===== config.mk =====
export PLATFORM = sky130hd
export DESIGN_NAME = sgte_fma
export DESIGN_NICKNAME = d
export VERILOG_FILES = /design/src/rtl/core/sgte_pkg.sv /design/src/rtl/core/sgte_fma.sv
export SDC_FILE = /design/constraint.sdc
export NUM_CORES = 2
export LEC_CHECK = 0
export CAP_MARGIN = 20
export CORE_ASPECT_RATIO = 2
export CORE_MARGIN = 3
export CORE_UTILIZATION = 45
export DETAILED_ROUTE_END_ITERATION = 10
export DONT_BUFFER_PORTS = 1
export MAX_ROUTING_LAYER = met4
export PLACE_DENSITY = 0.6
export SLEW_MARGIN = 0
export SYNTH_ARGS = -nofsm -noshare
export SYNTH_HDL_FRONTEND = slang
export SYNTH_SLANG_ARGS = --single-unit

===== constraint.sdc =====
create_clock -name clk_i -period 17.95 [get_ports clk_i]
set_input_delay 0.8975 -clock clk_i [delete_from_list [all_inputs] [get_ports clk_i]]
set_output_delay 0.8975 -clock clk_i [all_outputs]
set_load 0.05 [all_outputs]

===== src/rtl/core/sgte_pkg.sv =====
package sgte_pkg;

  localparam int MAX_DIM = 32;
  localparam int IDX_W   = $clog2(MAX_DIM);
  localparam int AW      = 2 * IDX_W;
  localparam int DEPTH   = MAX_DIM * MAX_DIM;
  localparam int DIM_LIM = (MAX_DIM < 32) ? MAX_DIM : 32;
  localparam int EW      = 12;

  localparam logic [31:0] QNAN32     = 32'h7FC0_0000;
  localparam logic [31:0] NEG_ZERO32 = 32'h8000_0000;

  typedef enum logic [1:0] {
    OP_LOAD_A  = 2'd0,
    OP_LOAD_B  = 2'd1,
    OP_LOAD_C  = 2'd2,
    OP_COMPUTE = 2'd3
  } op_e;

  typedef enum logic [2:0] {
    CFG_M_ROWS    = 3'd0,
    CFG_N_COLS    = 3'd1,
    CFG_K_DEPTH   = 3'd2,
    CFG_ALPHA     = 3'd3,
    CFG_BETA      = 3'd4,
    CFG_BETA_MODE = 3'd5
  } cfg_idx_e;

  typedef struct packed {
    op_e         op;
    logic [4:0]  row_index;
    logic [4:0]  col_index;
    logic [31:0] value_bits;
  } in_t;

  typedef struct packed {
    logic [4:0]  out_row;
    logic [4:0]  out_col;
    logic [31:0] result_bits;
    logic        last;
  } out_t;

  typedef struct packed {
    logic [31:0] a;
    logic [31:0] b;
    logic [31:0] c;
  } fma_req_t;

  typedef enum logic [3:0] {
    ST_IDLE,
    ST_ROW,
    ST_RD,
    ST_GO,
    ST_WT,
    ST_ALPHA,
    ST_ALPHA_WT,
    ST_BETA,
    ST_BETA_WT,
    ST_WB
  } sgte_st_e;

  typedef enum logic [3:0] {
    F_IDLE,
    F_LZ,
    F_SH,
    F_SWAP,
    F_ALIGN,
    F_ADD,
    F_TOP,
    F_SHAMT,
    F_RND,
    F_PACK
  } fma_st_e;

  function automatic logic [AW-1:0] mk_addr(input logic [4:0] r, input logic [4:0] c);
    logic [IDX_W-1:0] rr;
    logic [IDX_W-1:0] cc;
    rr = IDX_W'(r);
    cc = IDX_W'(c);
    return {rr, cc};
  endfunction

  function automatic logic [5:0] dim_limit(input logic [5:0] v);
    return (v > 6'(DIM_LIM)) ? 6'(DIM_LIM) : v;
  endfunction

endpackage


===== src/rtl/core/sgte_fma.sv =====
module sgte_fma (
  input  logic              clk_i,
  input  logic              rst_ni,
  input  logic              start_i,
  input  sgte_pkg::fma_req_t req_i,
  output logic              done_o,
  output logic [31:0]       res_o
);
  import sgte_pkg::*;

  fma_st_e             st_q, st_d;
  logic                done_q, done_d;
  logic [31:0]         res_q, res_d;
  logic [63:0]         x_q, x_d, y_q, y_d, s_q, s_d;
  logic signed [EW-1:0] ex_q, ex_d, ey_q, ey_d, d_q, d_d, q_q, q_d, sh_q, sh_d;
  logic                sx_q, sx_d, sy_q, sy_d, sr_q, sr_d, zc_q, zc_d;
  logic [5:0]          lzx_q, lzx_d, lzy_q, lzy_d, t_q, t_d;
  logic [23:0]         mant_q, mant_d;
  logic                rnd_q, rnd_d, stk_q, stk_d;

  function automatic logic [5:0] top_bit(input logic [63:0] v);
    logic [5:0] r;
    r = '0;
    for (int n = 0; n < 64; n++) begin
      if (v[n]) r = 6'(n);
    end
    return r;
  endfunction

  logic [7:0]  ea, eb, ec;
  logic [22:0] fa, fb, fc;
  logic        sa, sb, sc, sp, za, zb, zc;
  logic [23:0] ma, mb, mc;
  logic [47:0] prod;
  logic signed [EW-1:0] ean, ebn, ecn;
  logic [63:0] xs, ys, lost_mask, s1;
  logic [5:0]  sh6;
  logic [24:0] m2;
  logic signed [EW-1:0] q2, be;

  assign sa = req_i.a[31];
  assign sb = req_i.b[31];
  assign sc = req_i.c[31];
  assign sp = sa ^ sb;
  assign ea = req_i.a[30:23];
  assign eb = req_i.b[30:23];
  assign ec = req_i.c[30:23];
  assign fa = req_i.a[22:0];
  assign fb = req_i.b[22:0];
  assign fc = req_i.c[22:0];
  assign za = (ea == 8'd0) && (fa == 23'd0);
  assign zb = (eb == 8'd0) && (fb == 23'd0);
  assign zc = (ec == 8'd0) && (fc == 23'd0);
  assign ma = {(ea != 8'd0), fa};
  assign mb = {(eb != 8'd0), fb};
  assign mc = {(ec != 8'd0), fc};
  assign prod = ma * mb;
  assign ean = (ea == 8'd0) ? EW'(1) : EW'({4'd0, ea});
  assign ebn = (eb == 8'd0) ? EW'(1) : EW'({4'd0, eb});
  assign ecn = (ec == 8'd0) ? EW'(1) : EW'({4'd0, ec});

  always_comb begin
    st_d    = st_q;
    done_d  = 1'b0;
    res_d   = res_q;
    x_d     = x_q;
    y_d     = y_q;
    s_d     = s_q;
    ex_d    = ex_q;
    ey_d    = ey_q;
    d_d     = d_q;
    q_d     = q_q;
    sh_d    = sh_q;
    sx_d    = sx_q;
    sy_d    = sy_q;
    sr_d    = sr_q;
    zc_d    = zc_q;
    lzx_d   = lzx_q;
    lzy_d   = lzy_q;
    t_d     = t_q;
    mant_d  = mant_q;
    rnd_d   = rnd_q;
    stk_d   = stk_q;
    xs      = '0;
    ys      = '0;
    lost_mask = '0;
    s1      = '0;
    sh6     = '0;
    m2      = '0;
    q2      = '0;
    be      = '0;
    unique case (st_q)
      F_IDLE: begin
        if (start_i) begin
          if ((ea == 8'hFF && fa != 23'd0) || (eb == 8'hFF && fb != 23'd0) ||
              (ec == 8'hFF && fc != 23'd0)) begin
            res_d  = QNAN32;
            done_d = 1'b1;
          end else if (ea == 8'hFF || eb == 8'hFF) begin
            if (za || zb || (ec == 8'hFF && sc != sp)) begin
              res_d = QNAN32;
            end else begin
              res_d = {sp, 8'hFF, 23'd0};
            end
            done_d = 1'b1;
          end else if (ec == 8'hFF) begin
            res_d  = req_i.c;
            done_d = 1'b1;
          end else if (za || zb) begin
            if (zc) begin
              res_d = (sp == sc) ? {sp, 31'd0} : 32'd0;
            end else begin
              res_d = req_i.c;
            end
            done_d = 1'b1;
          end else begin
            x_d  = 64'(prod);
            ex_d = ean + ebn - EW'(300);
            y_d  = 64'(mc);
            ey_d = ecn - EW'(150);
            sx_d = sp;
            sy_d = sc;
            zc_d = zc;
            st_d = F_LZ;
          end
        end
      end
      F_LZ: begin
        lzx_d = 6'd61 - top_bit(x_q);
        lzy_d = 6'd61 - top_bit(y_q);
        st_d  = F_SH;
      end
      F_SH: begin
        x_d  = x_q << lzx_q;
        ex_d = ex_q - EW'(lzx_q);
        if (zc_q) begin
          s_d  = x_q << lzx_q;
          sr_d = sx_q;
          st_d = F_TOP;
        end else begin
          y_d  = y_q << lzy_q;
          ey_d = ey_q - EW'(lzy_q);
          st_d = F_SWAP;
        end
      end
      F_SWAP: begin
        if (ex_q < ey_q) begin
          x_d  = y_q;
          y_d  = x_q;
          ex_d = ey_q;
          ey_d = ex_q;
          sx_d = sy_q;
          sy_d = sx_q;
          d_d  = ey_q - ex_q;
        end else begin
          d_d  = ex_q - ey_q;
        end
        st_d = F_ALIGN;
      end
      F_ALIGN: begin
        if (d_q >= EW'(62)) begin
          y_d = 64'd1;
        end else if (d_q > EW'(0)) begin
          sh6       = d_q[5:0];
          lost_mask = (64'd1 << sh6) - 64'd1;
          y_d       = (y_q >> sh6) | 64'(|(y_q & lost_mask));
        end
        st_d = F_ADD;
      end
      F_ADD: begin
        if (sx_q == sy_q) begin
          s_d  = x_q + y_q;
          sr_d = sx_q;
        end else if (x_q >= y_q) begin
          s_d  = x_q - y_q;
          sr_d = sx_q;
        end else begin
          s_d  = y_q - x_q;
          sr_d = sy_q;
        end
        st_d = F_TOP;
      end
      F_TOP: begin
        if (s_q == 64'd0) begin
          res_d  = 32'd0;
          done_d = 1'b1;
          st_d   = F_IDLE;
        end else begin
          t_d  = top_bit(s_q);
          st_d = F_SHAMT;
        end
      end
      F_SHAMT: begin
        q2 = EW'(t_q) - EW'(23) + ex_q;
        if (q2 < -EW'(149)) begin
          q2 = -EW'(149);
        end
        q_d  = q2;
        sh_d = q2 - ex_q;
        st_d = F_RND;
      end
      F_RND: begin
        if (sh_q <= EW'(0)) begin
          sh6    = 6'(-sh_q);
          mant_d = 24'(s_q << sh6);
          rnd_d  = 1'b0;
          stk_d  = 1'b0;
        end else begin
          if (sh_q > EW'(63)) begin
            s1  = 64'd1;
            sh6 = 6'd63;
          end else begin
            s1  = s_q;
            sh6 = sh_q[5:0];
          end
          lost_mask = (64'd1 << (sh6 - 6'd1)) - 64'd1;
          mant_d = 24'(s1 >> sh6);
          rnd_d  = s1[sh6 - 6'd1];
          stk_d  = |(s1 & lost_mask);
        end
        st_d = F_PACK;
      end
      F_PACK: begin
        m2 = {1'b0, mant_q} + 25'(rnd_q && (stk_q || mant_q[0]));
        q2 = q_q;
        if (m2[24]) begin
          m2 = m2 >> 1;
          q2 = q2 + EW'(1);
        end
        be = q2 + EW'(150);
        if (m2[23]) begin
          if (be >= EW'(255)) begin
            res_d = {sr_q, 8'hFF, 23'd0};
          end else begin
            res_d = {sr_q, be[7:0], m2[22:0]};
          end
        end else begin
          res_d = {sr_q, 8'd0, m2[22:0]};
        end
        done_d = 1'b1;
        st_d   = F_IDLE;
      end
      default: st_d = F_IDLE;
    endcase
  end

  always_ff @(posedge clk_i or negedge rst_ni) begin
    if (!rst_ni) begin
      st_q   <= F_IDLE;
      done_q <= 1'b0;
    end else begin
      st_q   <= st_d;
      done_q <= done_d;
    end
  end

  always_ff @(posedge clk_i) begin
    res_q  <= res_d;
    x_q    <= x_d;
    y_q    <= y_d;
    s_q    <= s_d;
    ex_q   <= ex_d;
    ey_q   <= ey_d;
    d_q    <= d_d;
    q_q    <= q_d;
    sh_q   <= sh_d;
    sx_q   <= sx_d;
    sy_q   <= sy_d;
    sr_q   <= sr_d;
    zc_q   <= zc_d;
    lzx_q  <= lzx_d;
    lzy_q  <= lzy_d;
    t_q    <= t_d;
    mant_q <= mant_d;
    rnd_q  <= rnd_d;
    stk_q  <= stk_d;
  end

  assign done_o = done_q;
  assign res_o  = res_q;

endmodule


==> qor.txt, run 1 <==
================================================================================
Outcome                                                             did not finish
Last stage reached                                                       5_1_grt
Tool error                                                          [ERROR GRT-0116] Global routing finished with congestion. Check the congestion regions in the DRC Viewer.
Number of CTS-inserted buffers                                                37
Summed instance area of the synthesized netlist                        70900 µm²
Number of I/O port buffers                                                     0
Synth Area per Inst                                                     7.75 µm²
CTS Sinks                                                                    337
Flop and latch count out of synthesis                                        337
Row Count                                                                    205
Aggregate global routing overflow                                             52
Net Count, Synth                                                           10200
Yosys warning count                                                            0
Wire length of the first global-routing pass                           679000 µm
Die X-Extent                                                              287 µm
Netlist cell types                                                           100
HPWL after detailed placement                                          352000 µm
Post-Place Cells                                                           10800
Top-level I/O count                                                          132
Post-CTS setup-driven buffer insertion count                                   0
Starting Density                                                           45.4%
Number of levels the H-tree was split into                                     2
EDFF count, synth                                                            332
Y dimension of the die                                                    567 µm
Maximum number of pins on one net before global-route repair                 122
Number of gates resized after cts                                              0
Share of synthesized flip-flops with an asynchronous set or reset          1.48%
Hold-fix buffers at CTS                                                        1
Vias in the first global route                                             84100
Cells after synthesis                                                       9146
Global routing usage summed across all routing layers                      61.4%
Post-synthesis sequential area ratio                                       14.2%
CTS root buffer                                                        clkbuf_16
Maximum clock insertion buffer count                                           3
Routability congestion estimate from global placement                       1.20
Leading register cell type out of synthesis                             edfxtp_1
================================================================================
==> cell usage after synthesis (all sizes together), types with 134 or more instances <==
library cell  count  area [µm²]
o21ai           677        3430
nor3            170         862
mux2i           297        2970
a21oi           777        3890
mux4            198        4460
ha              453        5670
xnor2           152        1350
fa              492        9850
buf             134         557
inv             829        3110
edfxtp          332        9970
and2            257        1610
nand2          1259        4730
nor2            788        2960
clkbuf          545        2050
==> stage by stage <==
stage | worst slack [ns] | area [µm²] | util (%) | hold WS (ns)
4_1_cts | 9.01 | 74300 | 47.6 | 0.486
3_5_place_dp | 8.37 | 73100 | 46.8 | 0.603
3_3_place_gp | 8.40 | 73000 | 46.8 | 0.603
2_1_floorplan | 4.52 | 70900 | - | 0.495
==> cell families after synthesis <==
group	share of synthesized area (%)
adder cells (fa/ha/maj)	21.9
flip-flops	14.2
XOR/XNOR	2.73
AO/OA/AOI/OAI	22.0
buffers and inverters	8.09
AND/OR/NAND/NOR	19.6
multiplexers	11.5
==> per-layer routing <==
metal  global-route usage [%]  overflow
met3                     34.3         0
met1                     55.7         0
met2                     85.6        25
met4                     67.0        27
met5                        -         -
==> run 2: changes to the inputs <==
CORE_ASPECT_RATIO = unset   (was 2)
CORE_UTILIZATION = 30   (was 45)
MAX_ROUTING_LAYER = unset   (was met4)
PLACE_DENSITY = unset   (was 0.6)
PLACE_DENSITY_LB_ADDON = 0.15   (was unset)
==> run 2 against run 1 <==
Effect of this change: the run now ends clean; synthesized cell count is the same; synthesized area is the same.
==> qor.txt, run 2 <==
==========================================================================================
Filler Cells Inserted                                                                25200
Share of the cycle needed by the critical path after routing                         44.6%
Number of CTS-inserted buffers                                                          41   +11%
Number of nets in the layout                                                          9800
Leading cell type by number of instances after synthesis                           nand2_1
Starting Density                                                                     30.3%   -15 points
Net Count, Synth                                                                     10200   unchanged
Share of synthesized flip-flops with an asynchronous set or reset                    1.48%   unchanged
Library cell with the largest summed area after synthesis                         edfxtp_1
CP required                                                                       18.29 ns
Final hold violations                                                                    0
Netlist cell types                                                                     100   unchanged
Path category of the worst min-delay check                                          in2reg
Max_slew headroom                                                                    12.2%
Fraction of layout cells with a size suffix above 1                                  7.83%
Wire length of the first global-routing pass                                     553000 µm
Synth Area in Simple Gates                                                           19.6%   unchanged
Detail-routed net length per standard cell                                         33.3 µm
Critical path startpoint                                                         req_i[87]
Yosys warning count                                                                      0   unchanged
Vias                                                                                 74400
Number of levels the H-tree was split into                                               2   unchanged
HPWL after detailed placement                                                    308000 µm   -12%
Y dimension of the die                                                              492 µm   -13%
Startpoint kind of the worst setup timing path                                primary input
Commonest cells after routing, fill and taps aside                            1257 x nand2_1, 819 x inv_1, 781 x nor2_1
Post-CTS setup-driven buffer insertion count                                             0   unchanged
EDFF count, synth                                                                      332   unchanged
Data arrival time of the critical path                                             8.35 ns
Highest clock rate                                                               0.125 GHz
Most frequent standard cell in the layout excluding fill and tap cells             nand2_1
Critical Setup Path Class                                                           in2reg
Synth Area per Inst                                                               7.75 µm²   unchanged
Post-synthesis sequential area ratio                                                 14.2%   unchanged
Final count of negative-setup-slack endpoints                                            0
Post-detailed-routing wire length                                                398000 µm
Uppermost signal routing layer after detailed routing                                 met5
Top cells by area in the synthesized netlist                                  edfxtp_1 14%, fa_1 14%, ha_1 8.0%
Routability congestion estimate from global placement                                 1.04   -13%
Clock latency reported for the late side of the worst-skew pair                    0.64 ns
Outcome                                                                       finished clean
1st-iter DRT viols                                                                    9671
Shortest clock period the worst path allows after layout                           8.01 ns
Router iterations before antenna repair                                                 10
Antenna-violating nets left                                                              0
Metal1 wirelength                                                                161000 µm
Leading register cell type out of synthesis                                       edfxtp_1
Initial antenna violation count                                                         47
CTS Sinks                                                                              337   unchanged
Routed wl met3                                                                    37200 µm
Max-cap violations                                                                       0
Avg Vias per Cell                                                                     6.21
CTS root buffer                                                                  clkbuf_16
Global routing usage summed across all routing layers                                31.5%
Top-level I/O count                                                                    132   unchanged
Combinational family with the most area after synthesis                       compound AO/OA/AOI/OAI gates
CP endpoint kind                                                                      flop
Aggregate global routing overflow                                                        0
Clock edge transition at the registers on the reported setup and hold paths        0.07 ns
Cells after synthesis                                                                 9146   unchanged
Routed wire length on met2                                                       174000 µm
Setup repair after global routing missed its margin                                     no
TritonCTS clock tree                                                                  done
Area share of the largest cell type after synthesis                                  14.1%   unchanged
Row Count                                                                              177   -14%
Area of the core                                                                234000 µm²
Fraction of synthesized area in multiplexers                                         11.5%   unchanged
Critical path fanouts, max                                                              26
Start point of the worst min-delay path                                          req_i[21]
Area overhead of the layout relative to synthesis                                    6.78%
Summed instance area of the synthesized netlist                                  70900 µm²   unchanged
Xor-xnor portion of the synthesized cell area                                        2.73%   unchanged
Maximum clock insertion buffer count                                                     3   unchanged
Flop and latch count out of synthesis                                                  337   unchanged
Number of I/O port buffers                                                               0   unchanged
Adder-cell share of the synthesized area                                             21.9%   unchanged
Source of the worst register-to-register timing path                          x_q[31]$_DFFE_PP_
Die X-Extent                                                                        492 µm   +72%
Registers with the most flip-flops                                            s_q: 64 flops, x_q: 64 flops, y_q: 64 flops
Worst Max-Slew Pin Slew                                                            1.32 ns
Pins Over Slew Limit                                                                     0
Compound-Gate Fraction of Synth Area                                                 22.0%   unchanged
Remaining routing DRC violations                                                         0
Max Clock Skew                                                                   0.0448 ns
Maximum number of pins on one net before global-route repair                           123
Setup TNS                                                                             0 ns
Area of the die                                                                 242000 µm²
Most frequent cells after synthesis                                           1259 x nand2_1, 822 x inv_1, 787 x nor2_1
Vias in the first global route                                                       70900
==========================================================================================
## run 2: final timing paths
kind | end | slack (ns) | depth (start not counted)
max | x_q[44]$_DFFE_PP_ | 9.94 | 24
min | res_o[21]$_DFFE_PP_ | 0.47 | 2
max reg2reg | s_q[53]$_DFFE_PP_ | 10.29 | 16
min reg2reg | st_q[1]$_DFFE_PN0P_ | 0.69 | 1
max in group asynchronous | st_q[0]$_DFFE_PN0P_ | 16.90 | 1
min in group asynchronous | done_o$_DFF_PN0_ | 0.66 | 1
## run 2: cell families (layout without fill, tap and decap cells)
group	count (synthesis)	count (layout)
buffers and inverters	1513	1150
DFF	337	337
other	0	58
AOI/OAI and AO/OA	2501	2501
and+or+nand+nor	3073	3073
muxes	558	558
adders and majority gates	945	945
xor gates and xnor gates	219	219
## run 2: layer usage
metal	global-route usage (%)	up-vias
li1	-	31600
met4	17.7	8
met2	48.0	4393
met3	6.04	853
met1	41.7	37600
met5	0	-
## run 2: area by class of cell
cell class	count	area (µm²)	area share [%]
diodes	58	145	0.192
clock buffers	43	1030	1.37
clock inverters	27	259	0.342
inverters	834	3130	4.14
multi-input cells	7296	55200	72.9
flip-flops and latches	337	10100	13.3
well taps	3132	3920	5.18
repair buffers	246	1900	2.51
## run 2: repair_timing
item	CTS	global route
hold endpoints to repair	5	0
gates resized for setup	0	0
hold buffers	1	0
## run 2: worst max-delay path, stage by stage
cell,delay (ns)
nor4_1,0.32
nand2_1,0.09
buf_4,0.24
and2_1,0.24
fa_1,0.50
fa_1,0.51
fa_1,0.54
inv_1,0.05
fa_1,0.50
fa_1,0.50
fa_1,0.49
inv_1,0.05
fa_1,0.43
ha_1,0.36
a21oi_1,0.19
o311ai_0,0.16
o22ai_1,0.52
o311ai_0,0.27
a31oi_1,0.30
o21bai_1,0.15
a2111oi_0,0.55
o21ai_0,0.17
o31a_1,0.13
a21boi_0,0.12
## run 2: metrics by stage
stage                     cell area [µm²]  setup WS, ns  util [%]  hold slack, ns  std cells
final                               75700          9.94      32.4           0.470      12000
after global placement              74100          9.14      31.7           0.602      11800
after floorplan                     70900          4.52         -           0.495       9146
after global routing                75700          9.49      32.3           0.462      12000
after detailed placement            74200          9.23      31.7           0.602      11800
after CTS                           75500          9.86      32.3           0.446      11900
Power of run 2 is left out: the tool's default activity adds up to more than one toggle a clock period on the data nets, which glitch-free logic cannot reach.
